==> src/rtl/core/qft_pkg.sv <==
`default_nettype none

package qft_pkg;

	// special byte values
	localparam logic [7:0] CH_DQUOTE = 8'h22;
	localparam logic [7:0] CH_SQUOTE = 8'h27;
	localparam logic [7:0] CH_BSLASH = 8'h5C;

	// configuration port geometry
	localparam int CFG_IDX_W  = 3;
	localparam int CFG_DATA_W = 64;

	// register indexes
	localparam logic [CFG_IDX_W-1:0] CFG_DELIM0 = 3'd0;
	localparam logic [CFG_IDX_W-1:0] CFG_DELIM1 = 3'd1;
	localparam logic [CFG_IDX_W-1:0] CFG_DELIM2 = 3'd2;
	localparam logic [CFG_IDX_W-1:0] CFG_DELIM3 = 3'd3;
	localparam logic [CFG_IDX_W-1:0] CFG_DQ_EN  = 3'd4;
	localparam logic [CFG_IDX_W-1:0] CFG_SQ_EN  = 3'd5;

	// scanner modes
	typedef enum logic [1:0] {
		MODE_START = 2'd0,
		MODE_TOKEN = 2'd1,
		MODE_SKIP  = 2'd2
	} scan_mode_t;

	// one result transaction
	typedef struct packed {
		logic       emit_backslash;
		logic       byte_valid;
		logic [7:0] out_byte;
		logic       token_end;
	} qft_result_t;

endpackage

`default_nettype wire

==> src/rtl/core/qft_in_if.sv <==
`default_nettype none

interface qft_in_if;
	logic       valid;
	logic       ready;
	logic [7:0] in_byte;
	logic       end_of_string;

	modport source (output valid, output in_byte, output end_of_string, input ready);
	modport sink (input valid, input in_byte, input end_of_string, output ready);
endinterface

`default_nettype wire

==> src/rtl/core/qft_out_if.sv <==
`default_nettype none

interface qft_out_if;
	logic       valid;
	logic       ready;
	logic       emit_backslash;
	logic       byte_valid;
	logic [7:0] out_byte;
	logic       token_end;

	modport source (output valid, output emit_backslash, output byte_valid, output out_byte,
		output token_end, input ready);
	modport sink (input valid, input emit_backslash, input byte_valid, input out_byte,
		input token_end, output ready);
endinterface

`default_nettype wire

==> src/rtl/core/qft_cfg_if.sv <==
`default_nettype none

interface qft_cfg_if;
	logic                             valid;
	logic                             ready;
	logic [qft_pkg::CFG_IDX_W-1:0]    index;
	logic [qft_pkg::CFG_DATA_W-1:0]   data;

	modport source (output valid, output index, output data, input ready);
	modport sink (input valid, input index, input data, output ready);
endinterface

`default_nettype wire

==> src/rtl/core/quoted_field_tokenizer_top.sv <==
`default_nettype none

// Quoted field tokenizer: takes one byte per input transaction and returns exactly one
// result transaction for it through a result register. A new byte is taken in every cycle
// while the result side keeps up; input ready drops only while the result register holds
// an untaken result. The delimiter set is a 256-bit map written as four 64-bit registers,
// and double and single quote handling each have an enable. A backslash that is not the
// last byte of a string is held for one byte and released through emit_backslash with the
// next result unless it escapes an enabled quote. Configuration writes are always taken.
module quoted_field_tokenizer_top (
	input  wire          clk,
	input  wire          arst_n,
	qft_in_if.sink       in_ch,
	qft_out_if.source    out_ch,
	qft_cfg_if.sink      cfg_ch
);

	// configuration registers
	logic [63:0] delim_map_q [4];
	logic        dq_en_q;
	logic        sq_en_q;

	// scanner state
	qft_pkg::scan_mode_t mode_q, mode_d;
	logic                in_double_q, in_double_d;
	logic                in_single_q, in_single_d;
	logic                held_bs_q, held_bs_d;

	// result register
	logic                 out_valid_q;
	qft_pkg::qft_result_t res_q, res_d;

	logic in_acc;
	logic last;
	logic is_delim;
	logic tok_mode;
	logic d_eff, s_eff, h_eff;
	logic isdq, issq, is_bs;
	logic skip_del, start_del, tok_del;

	// handshakes
	assign cfg_ch.ready = 1'b1;
	assign in_ch.ready  = !out_valid_q || out_ch.ready;
	assign in_acc       = in_ch.valid && in_ch.ready;

	// configuration writes
	always_ff @(posedge clk or negedge arst_n) begin
		if (!arst_n) begin
			delim_map_q[0] <= '0;
			delim_map_q[1] <= '0;
			delim_map_q[2] <= '0;
			delim_map_q[3] <= '0;
			dq_en_q        <= 1'b1;
			sq_en_q        <= 1'b0;
		end else if (cfg_ch.valid) begin
			unique case (cfg_ch.index) inside
				qft_pkg::CFG_DELIM0, qft_pkg::CFG_DELIM1,
				qft_pkg::CFG_DELIM2, qft_pkg::CFG_DELIM3: begin
					delim_map_q[cfg_ch.index[1:0]] <= cfg_ch.data;
				end
				qft_pkg::CFG_DQ_EN: begin
					dq_en_q <= cfg_ch.data[0];
				end
				qft_pkg::CFG_SQ_EN: begin
					sq_en_q <= cfg_ch.data[0];
				end
				default: begin
				end
			endcase
		end
	end

	// byte classification
	assign last      = in_ch.end_of_string;
	assign is_delim  = delim_map_q[in_ch.in_byte[7:6]][in_ch.in_byte[5:0]];
	assign tok_mode  = (mode_q == qft_pkg::MODE_TOKEN);
	assign d_eff     = tok_mode && in_double_q;
	assign s_eff     = tok_mode && in_single_q;
	assign h_eff     = tok_mode && held_bs_q;
	assign isdq      = dq_en_q && (in_ch.in_byte == qft_pkg::CH_DQUOTE);
	assign issq      = sq_en_q && (in_ch.in_byte == qft_pkg::CH_SQUOTE);
	assign is_bs     = (in_ch.in_byte == qft_pkg::CH_BSLASH);
	assign skip_del  = (mode_q == qft_pkg::MODE_SKIP) && is_delim;
	assign start_del = (mode_q == qft_pkg::MODE_START) && is_delim;
	assign tok_del   = !skip_del && !start_del && !d_eff && !s_eff && is_delim;

	// next state
	always_comb begin
		mode_d      = mode_q;
		in_double_d = in_double_q;
		in_single_d = in_single_q;
		held_bs_d   = held_bs_q;
		if (skip_del) begin
			if (last) begin
				mode_d      = qft_pkg::MODE_START;
				in_double_d = 1'b0;
				in_single_d = 1'b0;
				held_bs_d   = 1'b0;
			end
		end else if (start_del) begin
			mode_d      = last ? qft_pkg::MODE_START : qft_pkg::MODE_SKIP;
			in_double_d = 1'b0;
			in_single_d = 1'b0;
			held_bs_d   = 1'b0;
		end else if (tok_del) begin
			mode_d      = last ? qft_pkg::MODE_START : qft_pkg::MODE_SKIP;
			in_double_d = 1'b0;
			in_single_d = 1'b0;
			held_bs_d   = 1'b0;
		end else begin
			mode_d      = qft_pkg::MODE_TOKEN;
			in_double_d = d_eff;
			in_single_d = s_eff;
			held_bs_d   = h_eff;
			if (isdq || issq) begin
				// escaped quote clears the hold, plain quote toggles its flag
				if (h_eff) begin
					held_bs_d = 1'b0;
				end else if (isdq) begin
					in_double_d = !d_eff;
				end else begin
					in_single_d = !s_eff;
				end
			end else if (is_bs && !last) begin
				held_bs_d = 1'b1;
			end else begin
				held_bs_d = 1'b0;
			end
			if (last) begin
				mode_d      = qft_pkg::MODE_START;
				in_double_d = 1'b0;
				in_single_d = 1'b0;
				held_bs_d   = 1'b0;
			end
		end
	end

	// result fields
	always_comb begin
		res_d = '0;
		if (skip_del) begin
			res_d = '0;
		end else if (start_del) begin
			res_d.token_end = 1'b1;
		end else if (tok_del) begin
			res_d.emit_backslash = h_eff;
			res_d.token_end      = 1'b1;
		end else begin
			if (isdq || issq) begin
				if (h_eff) begin
					res_d.byte_valid = 1'b1;
					res_d.out_byte   = in_ch.in_byte;
				end
			end else if (is_bs && !last) begin
				res_d.emit_backslash = h_eff;
			end else begin
				res_d.emit_backslash = h_eff;
				res_d.byte_valid     = 1'b1;
				res_d.out_byte       = in_ch.in_byte;
			end
			res_d.token_end = last;
		end
	end

	// scanner state registers
	always_ff @(posedge clk or negedge arst_n) begin
		if (!arst_n) begin
			mode_q      <= qft_pkg::MODE_START;
			in_double_q <= 1'b0;
			in_single_q <= 1'b0;
			held_bs_q   <= 1'b0;
		end else if (in_acc) begin
			mode_q      <= mode_d;
			in_double_q <= in_double_d;
			in_single_q <= in_single_d;
			held_bs_q   <= held_bs_d;
		end
	end

	// result valid flag
	always_ff @(posedge clk or negedge arst_n) begin
		if (!arst_n) begin
			out_valid_q <= 1'b0;
		end else if (in_acc) begin
			out_valid_q <= 1'b1;
		end else if (out_ch.ready) begin
			out_valid_q <= 1'b0;
		end
	end

	// result payload
	always_ff @(posedge clk) begin
		if (in_acc) begin
			res_q <= res_d;
		end
	end

	assign out_ch.valid          = out_valid_q;
	assign out_ch.emit_backslash = res_q.emit_backslash;
	assign out_ch.byte_valid     = res_q.byte_valid;
	assign out_ch.out_byte       = res_q.out_byte;
	assign out_ch.token_end      = res_q.token_end;

`ifndef ASSERT_OFF
	// a held backslash only exists inside a token
	a_held_in_token: assert property (@(posedge clk) disable iff (!arst_n)
		held_bs_q |-> (mode_q == qft_pkg::MODE_TOKEN))
		else $error("held backslash outside token mode");

	// quote flags are clear while skipping a delimiter run
	a_skip_clean: assert property (@(posedge clk) disable iff (!arst_n)
		(mode_q == qft_pkg::MODE_SKIP) |-> (!in_double_q && !in_single_q && !held_bs_q))
		else $error("quote state left over in skip mode");

	// end of string brings the scanner back to string start
	a_eos_reset: assert property (@(posedge clk) disable iff (!arst_n)
		(in_acc && in_ch.end_of_string) |=>
		(mode_q == qft_pkg::MODE_START && !in_double_q && !in_single_q && !held_bs_q))
		else $error("state not cleared after end of string");

	// a released backslash must have been held before this byte
	a_emit_held: assert property (@(posedge clk) disable iff (!arst_n)
		in_acc |=> (!res_q.emit_backslash || $past(held_bs_q)))
		else $error("backslash released without being held");

	// no byte value without byte_valid
	a_byte_zero: assert property (@(posedge clk) disable iff (!arst_n)
		(out_valid_q && !res_q.byte_valid) |-> (res_q.out_byte == 8'h00))
		else $error("out_byte set without byte_valid");
`endif

endmodule

`default_nettype wire
==> src/flat_wrapper.sv <==
// flat-port wrapper written by rule: the top's interface ports become plain ports
module quoted_field_tokenizer_top_flat 
  (clk, arst_n, in_ch_valid, in_ch_in_byte, in_ch_end_of_string, in_ch_ready, out_ch_valid, out_ch_emit_backslash, out_ch_byte_valid, out_ch_out_byte, out_ch_token_end, out_ch_ready, cfg_ch_valid, cfg_ch_index, cfg_ch_data, cfg_ch_ready);
  qft_in_if in_ch_i ();
  qft_out_if out_ch_i ();
  qft_cfg_if cfg_ch_i ();
  input  wire clk;
  input  wire arst_n;
  input wire logic [$bits(in_ch_i.valid)-1:0] in_ch_valid;
  input wire logic [$bits(in_ch_i.in_byte)-1:0] in_ch_in_byte;
  input wire logic [$bits(in_ch_i.end_of_string)-1:0] in_ch_end_of_string;
  output wire logic [$bits(in_ch_i.ready)-1:0] in_ch_ready;
  output wire logic [$bits(out_ch_i.valid)-1:0] out_ch_valid;
  output wire logic [$bits(out_ch_i.emit_backslash)-1:0] out_ch_emit_backslash;
  output wire logic [$bits(out_ch_i.byte_valid)-1:0] out_ch_byte_valid;
  output wire logic [$bits(out_ch_i.out_byte)-1:0] out_ch_out_byte;
  output wire logic [$bits(out_ch_i.token_end)-1:0] out_ch_token_end;
  input wire logic [$bits(out_ch_i.ready)-1:0] out_ch_ready;
  input wire logic [$bits(cfg_ch_i.valid)-1:0] cfg_ch_valid;
  input wire logic [$bits(cfg_ch_i.index)-1:0] cfg_ch_index;
  input wire logic [$bits(cfg_ch_i.data)-1:0] cfg_ch_data;
  output wire logic [$bits(cfg_ch_i.ready)-1:0] cfg_ch_ready;
  assign in_ch_i.valid = in_ch_valid;
  assign in_ch_i.in_byte = in_ch_in_byte;
  assign in_ch_i.end_of_string = in_ch_end_of_string;
  assign in_ch_ready = in_ch_i.ready;
  assign out_ch_valid = out_ch_i.valid;
  assign out_ch_emit_backslash = out_ch_i.emit_backslash;
  assign out_ch_byte_valid = out_ch_i.byte_valid;
  assign out_ch_out_byte = out_ch_i.out_byte;
  assign out_ch_token_end = out_ch_i.token_end;
  assign out_ch_i.ready = out_ch_ready;
  assign cfg_ch_i.valid = cfg_ch_valid;
  assign cfg_ch_i.index = cfg_ch_index;
  assign cfg_ch_i.data = cfg_ch_data;
  assign cfg_ch_ready = cfg_ch_i.ready;
  quoted_field_tokenizer_top u_core (.clk(clk), .arst_n(arst_n), .in_ch(in_ch_i), .out_ch(out_ch_i), .cfg_ch(cfg_ch_i));
endmodule
==> config.mk <==
export PLATFORM = sky130hd
export DESIGN_NAME = quoted_field_tokenizer_top_flat
export DESIGN_NICKNAME = d
export VERILOG_FILES = /design/src/rtl/core/qft_pkg.sv /design/src/rtl/core/qft_in_if.sv /design/src/rtl/core/qft_out_if.sv /design/src/rtl/core/qft_cfg_if.sv /design/src/rtl/core/quoted_field_tokenizer_top.sv /design/src/flat_wrapper.sv
export SDC_FILE = /design/constraint.sdc
export NUM_CORES = 1
export LEC_CHECK = 0
export ABC_AREA = 1
export ABC_CLOCK_PERIOD_IN_PS = 1600
export BUFFER_PORTS_ARGS = -buffer_cell sky130_fd_sc_hd__buf_2
export CORE_ASPECT_RATIO = 1.2
export CORE_MARGIN = 5
export CORE_UTILIZATION = 55
export CTS_CLUSTER_DIAMETER = 150
export CTS_CLUSTER_SIZE = 8
export DETAILED_ROUTE_END_ITERATION = 8
export PLACE_DENSITY_LB_ADDON = 0.15
export RECOVER_POWER = 25
export SLEW_MARGIN = 30
export SYNTH_ARGS = -nofsm -noshare
export SYNTH_HDL_FRONTEND = slang
export SYNTH_SLANG_ARGS = --single-unit
==> constraint.sdc <==
create_clock -name clk -period 1.6 [get_ports clk]
set_clock_uncertainty 0.1 [all_clocks]
set_input_delay 0.16 -clock clk [delete_from_list [all_inputs] [get_ports clk]]
set_output_delay 0.16 -clock clk [all_outputs]
set_load 0.005 [all_outputs]
==> impl_metrics.ini <==
[final_layout]
regArea_um2 = 6938
fill_cells = 1922
final_common_cell = nand2_1
drive_gt1_share_pct = 14.44
multiInputGateArea_um2 = 5044
diodes = 0
area_growth_pct = 26.56
final_cell_mix = nand2_1 (625), o21ai_0 (279), dfrtp_1 (263), inv_1 (164), buf_2 (91)
nNetsFinal = 1976
final_cell_area_um2 = 16390
stdcell_count = 2220

[logic_synthesis]
synth_ff_type = dfrtp_1
ys_ff_latch = 275
yosys-top-cells-area = dfrtp_1 (51%), nand2_1 (19%), o21ai_0 (11%)
synth_top_area_share_pct = 50.82
seq_area_frac_synth_pct = 53.57
syn_area_per_cell_um2 = 7.686
async_flop_share_pct = 96.00
synth.net_count = 1766
yosysWarnings = 0
synth_cell_types = 31
synth_area_um2 = 12950
syn_inst = 1685
netlist.top_cell.by_area = dfrtp_1
synth-edff-count = 11

[power_and_ir_drop]
p_leak_nw = 8.431
powerDensity_nw_per_um2 = 1199
clock_power_share_pct = 37.7
ir_worst_vdd_mv = 0.9406
p_sw_share_pct = 27.49
p_int_mw = 14.26
seqPwrFrac_pct = 45.6
switchingPower_mw = 5.405
comb_power_share_pct = 16.6
power_mw = 19.66

[worst_setup_path]
reg2reg_depth = 17
r2r_end = u_core.out_ch.emit_backslash
ff2ff_setup_slack_ps = -370
r2r-start = u_core.delim_map_q[53]
cp_slowest_cell = dfrtp_1
crit_fanout = 4
path_class = reg -> reg
crit_top_cell = nand2_1
cp-start-kind = register
max_stage_delay_ps = 380
worstPathRequired_ps = 1770
cp_top_family = simple AND/OR/NAND/NOR gates
crit_path_cell_trace = inv_1 -> nand2_1 -> nand3_1 -> nand4_1 -> nand3_1 -> nand2_1 -> nand2_1 -> nand2_1 -> inv_1 -> nand2_2 -> nand2_1 -> nand2_1 -> inv_2 -> nand2_4 -> buf_6 -> a31oi_4 -> nor2_1
cp-end-kind = register
cp.buffers_inverters = 4
crit_arrival_ps = 2140

[floorplanning]
fp.dieW_um = 150.1
die_y_um = 178.1
rows = 61
io_pins = 95
die_area_um2 = 26730
initial_core_util_pct = 55.82
core_um2 = 23200

[clock_tree]
cts_buffers = 40
cts.path.max_buffers = 3
clock_sinks = 275
clk_latency_ps = 510
path_clk_slew_ps = 50
htreeDepth = 2
cts_root_buf = clkbuf_16
cts_tree = built

[timing]
period_share_pct = 123.3
period_needed_ps = 1973
hold_violations = 0
fin_setup_tns_ps = -5341
worstMarginPinSlew_ps = 1346
finalMaxSlewViolations = 0
finalSetupViolCount = 16
rsz0062_at_grt = true
relSlewSlack_pct = 10.28
fmax_mhz = 506.9
setup_ws_ps = -372.8

[placed_design]
buffer_ports.inserted = 93
hpwlAfterDp_um = 22470
place.gp.congestion = 0.8480
dpl_cell_area_um2 = 14440
place_inst = 2090

[drt]
drcViolationCount = 0
num_vias = 11870
wl_per_cell_um = 16.18
post_drt_via_cell_ratio = 5.345
routed_wl_um = 35930
firstDrtPassIters = 6
ant_nets = 0
dr.first_iter.drc_count = 971

[min_path]
hp-start = in_ch_in_byte[1]
holdPathStages = 4
min_path_type = in -> reg
hold_end = u_core.out_ch.out_byte[1]

[grt]
grt_max_degree = 63
antenna_found_initial = 0
grt_overflow = 0
grt_pass1_vias = 11690
grt_use_total_pct = 27.36
grt_pass1_wl_um = 59100

[outcome]
violations = negative setup slack
outcome = finished, violations left

[job]
cap_violations = 0
layer usage:
| metal | track usage (%) | vias up | part of all wire [%] |
|---|---|---|---|
| li1 | - | 5709 | - |
| met1 | 37.80 | 5629 | 43 |
| met2 | 44.52 | 435 | 47 |
| met3 | 3.990 | 92 | 7.0 |
| met4 | 9.497 | 0 | 3.1 |
| met5 | 0 | - | 0 |
final cells by class:
| type | count | area share [%] |
|---|---|---|
| Clock inverter | 1 | 0.04580 |
| Multi-Input combinational cell | 1140 | 30.77 |
| Tap cell | 315 | 2.405 |
| Sequential cell | 275 | 42.33 |
| Timing Repair Buffer | 268 | 14.07 |
| Inverter | 170 | 3.893 |
| Clock buffer | 51 | 6.489 |
per-stage QoR:
| stage | hold slack, ps | setup WS [ps] | utilization, % |
|---|---|---|---|
| 6_report | 53.20 | -372.8 | 70.64 |
| 5_1_grt | 57.16 | -550.9 | 70.64 |
| 4_1_cts | 28.78 | -383.8 | 70.41 |
| 3_5_place_dp | -2.292 | -744.6 | 62.25 |
| 3_3_place_gp | -0.7789 | -705.9 | 62.25 |
| 2_1_floorplan | -235.6 | -296.2 | - |
power by group through the flow:
| stage | sequential, mW | clock, mW | combinational (mW) |
|---|---|---|---|
| detailed placement | 9.03 | 0 | 3.03 |
| floorplan | 8.87 | 0 | 1.99 |
| finish | 8.97 | 7.42 | 3.27 |
| CTS | 8.95 | 7.51 | 3.25 |
| global placement | 9.00 | 0 | 2.93 |
| global route | 9.10 | 7.82 | 3.76 |
sequential cells by signal, summed over array words and instances (netlist names):
register	count
u_core.delim_map_q	256
u_core.dq_en_q	1
u_core.held_bs_q	1
u_core.in_double_q	1
u_core.in_single_q	1
u_core.mode_q	2
u_core.out_ch.byte_valid	1
u_core.out_ch.emit_backslash	1
u_core.out_ch.out_byte	8
u_core.out_ch.token_end	1
u_core.out_ch.valid	1
u_core.sq_en_q	1
worst min-delay path, delay by kind of cell:
kind          cells  cell delay, ps
buf+inv           3             330
simple gates      1              80
Yosys cell counts (2+ instances only):
library cell,count
nand3_1,89
xnor2_1,2
nand2_1,639
dfrtp_1,263
nand4_1,12
clkbuf_1,58
nor2_1,68
buf_1,2
buf_2,24
inv_2,3
a21oi_1,22
nor2_4,2
o21ai_0,283
edfxtp_1,11
buf_4,12
o21ai_1,2
a31oi_1,5
buf_6,5
o211ai_1,4
inv_1,167
nor3_1,2
timing repair:
item	4_1_cts	5_1_grt
hold endpoints to repair	530	0
gates cloned	1	0
setup buffers	1	1
pin swaps	6	9
hold buffers	75	0
setup endpoints to repair	16	20
gates resized for setup	16	18
how the worst max path moves through the flow:
stage / from / endpoint / slack, ps / cells past startpoint
after global routing: u_core.delim_map_q[38] / u_core.out_ch.out_byte[5] / -550 / 20
after global placement: in_ch_in_byte[7] / u_core.out_ch.out_byte[0] / -710 / 19
after CTS: u_core.delim_map_q[53] / u_core.out_ch.emit_backslash / -380 / 17
after floorplan: in_ch_in_byte[6] / u_core.out_ch.out_byte[0] / -300 / 17
final: u_core.delim_map_q[53] / u_core.out_ch.emit_backslash / -370 / 17
after detailed placement: in_ch_in_byte[6] / u_core.in_double_q / -740 / 21
cell families after synthesis:
kind of cell           after synthesis  synth area share, %
other                                1              0.02895
AO/OA/AOI/OAI                      320                12.59
buffers and inverters              271                8.724
flip-flops                         275                53.57
AND/OR/NAND/NOR                    816                24.95
XOR/XNOR                             2               0.1353
(Power assumes the default switching activity.)
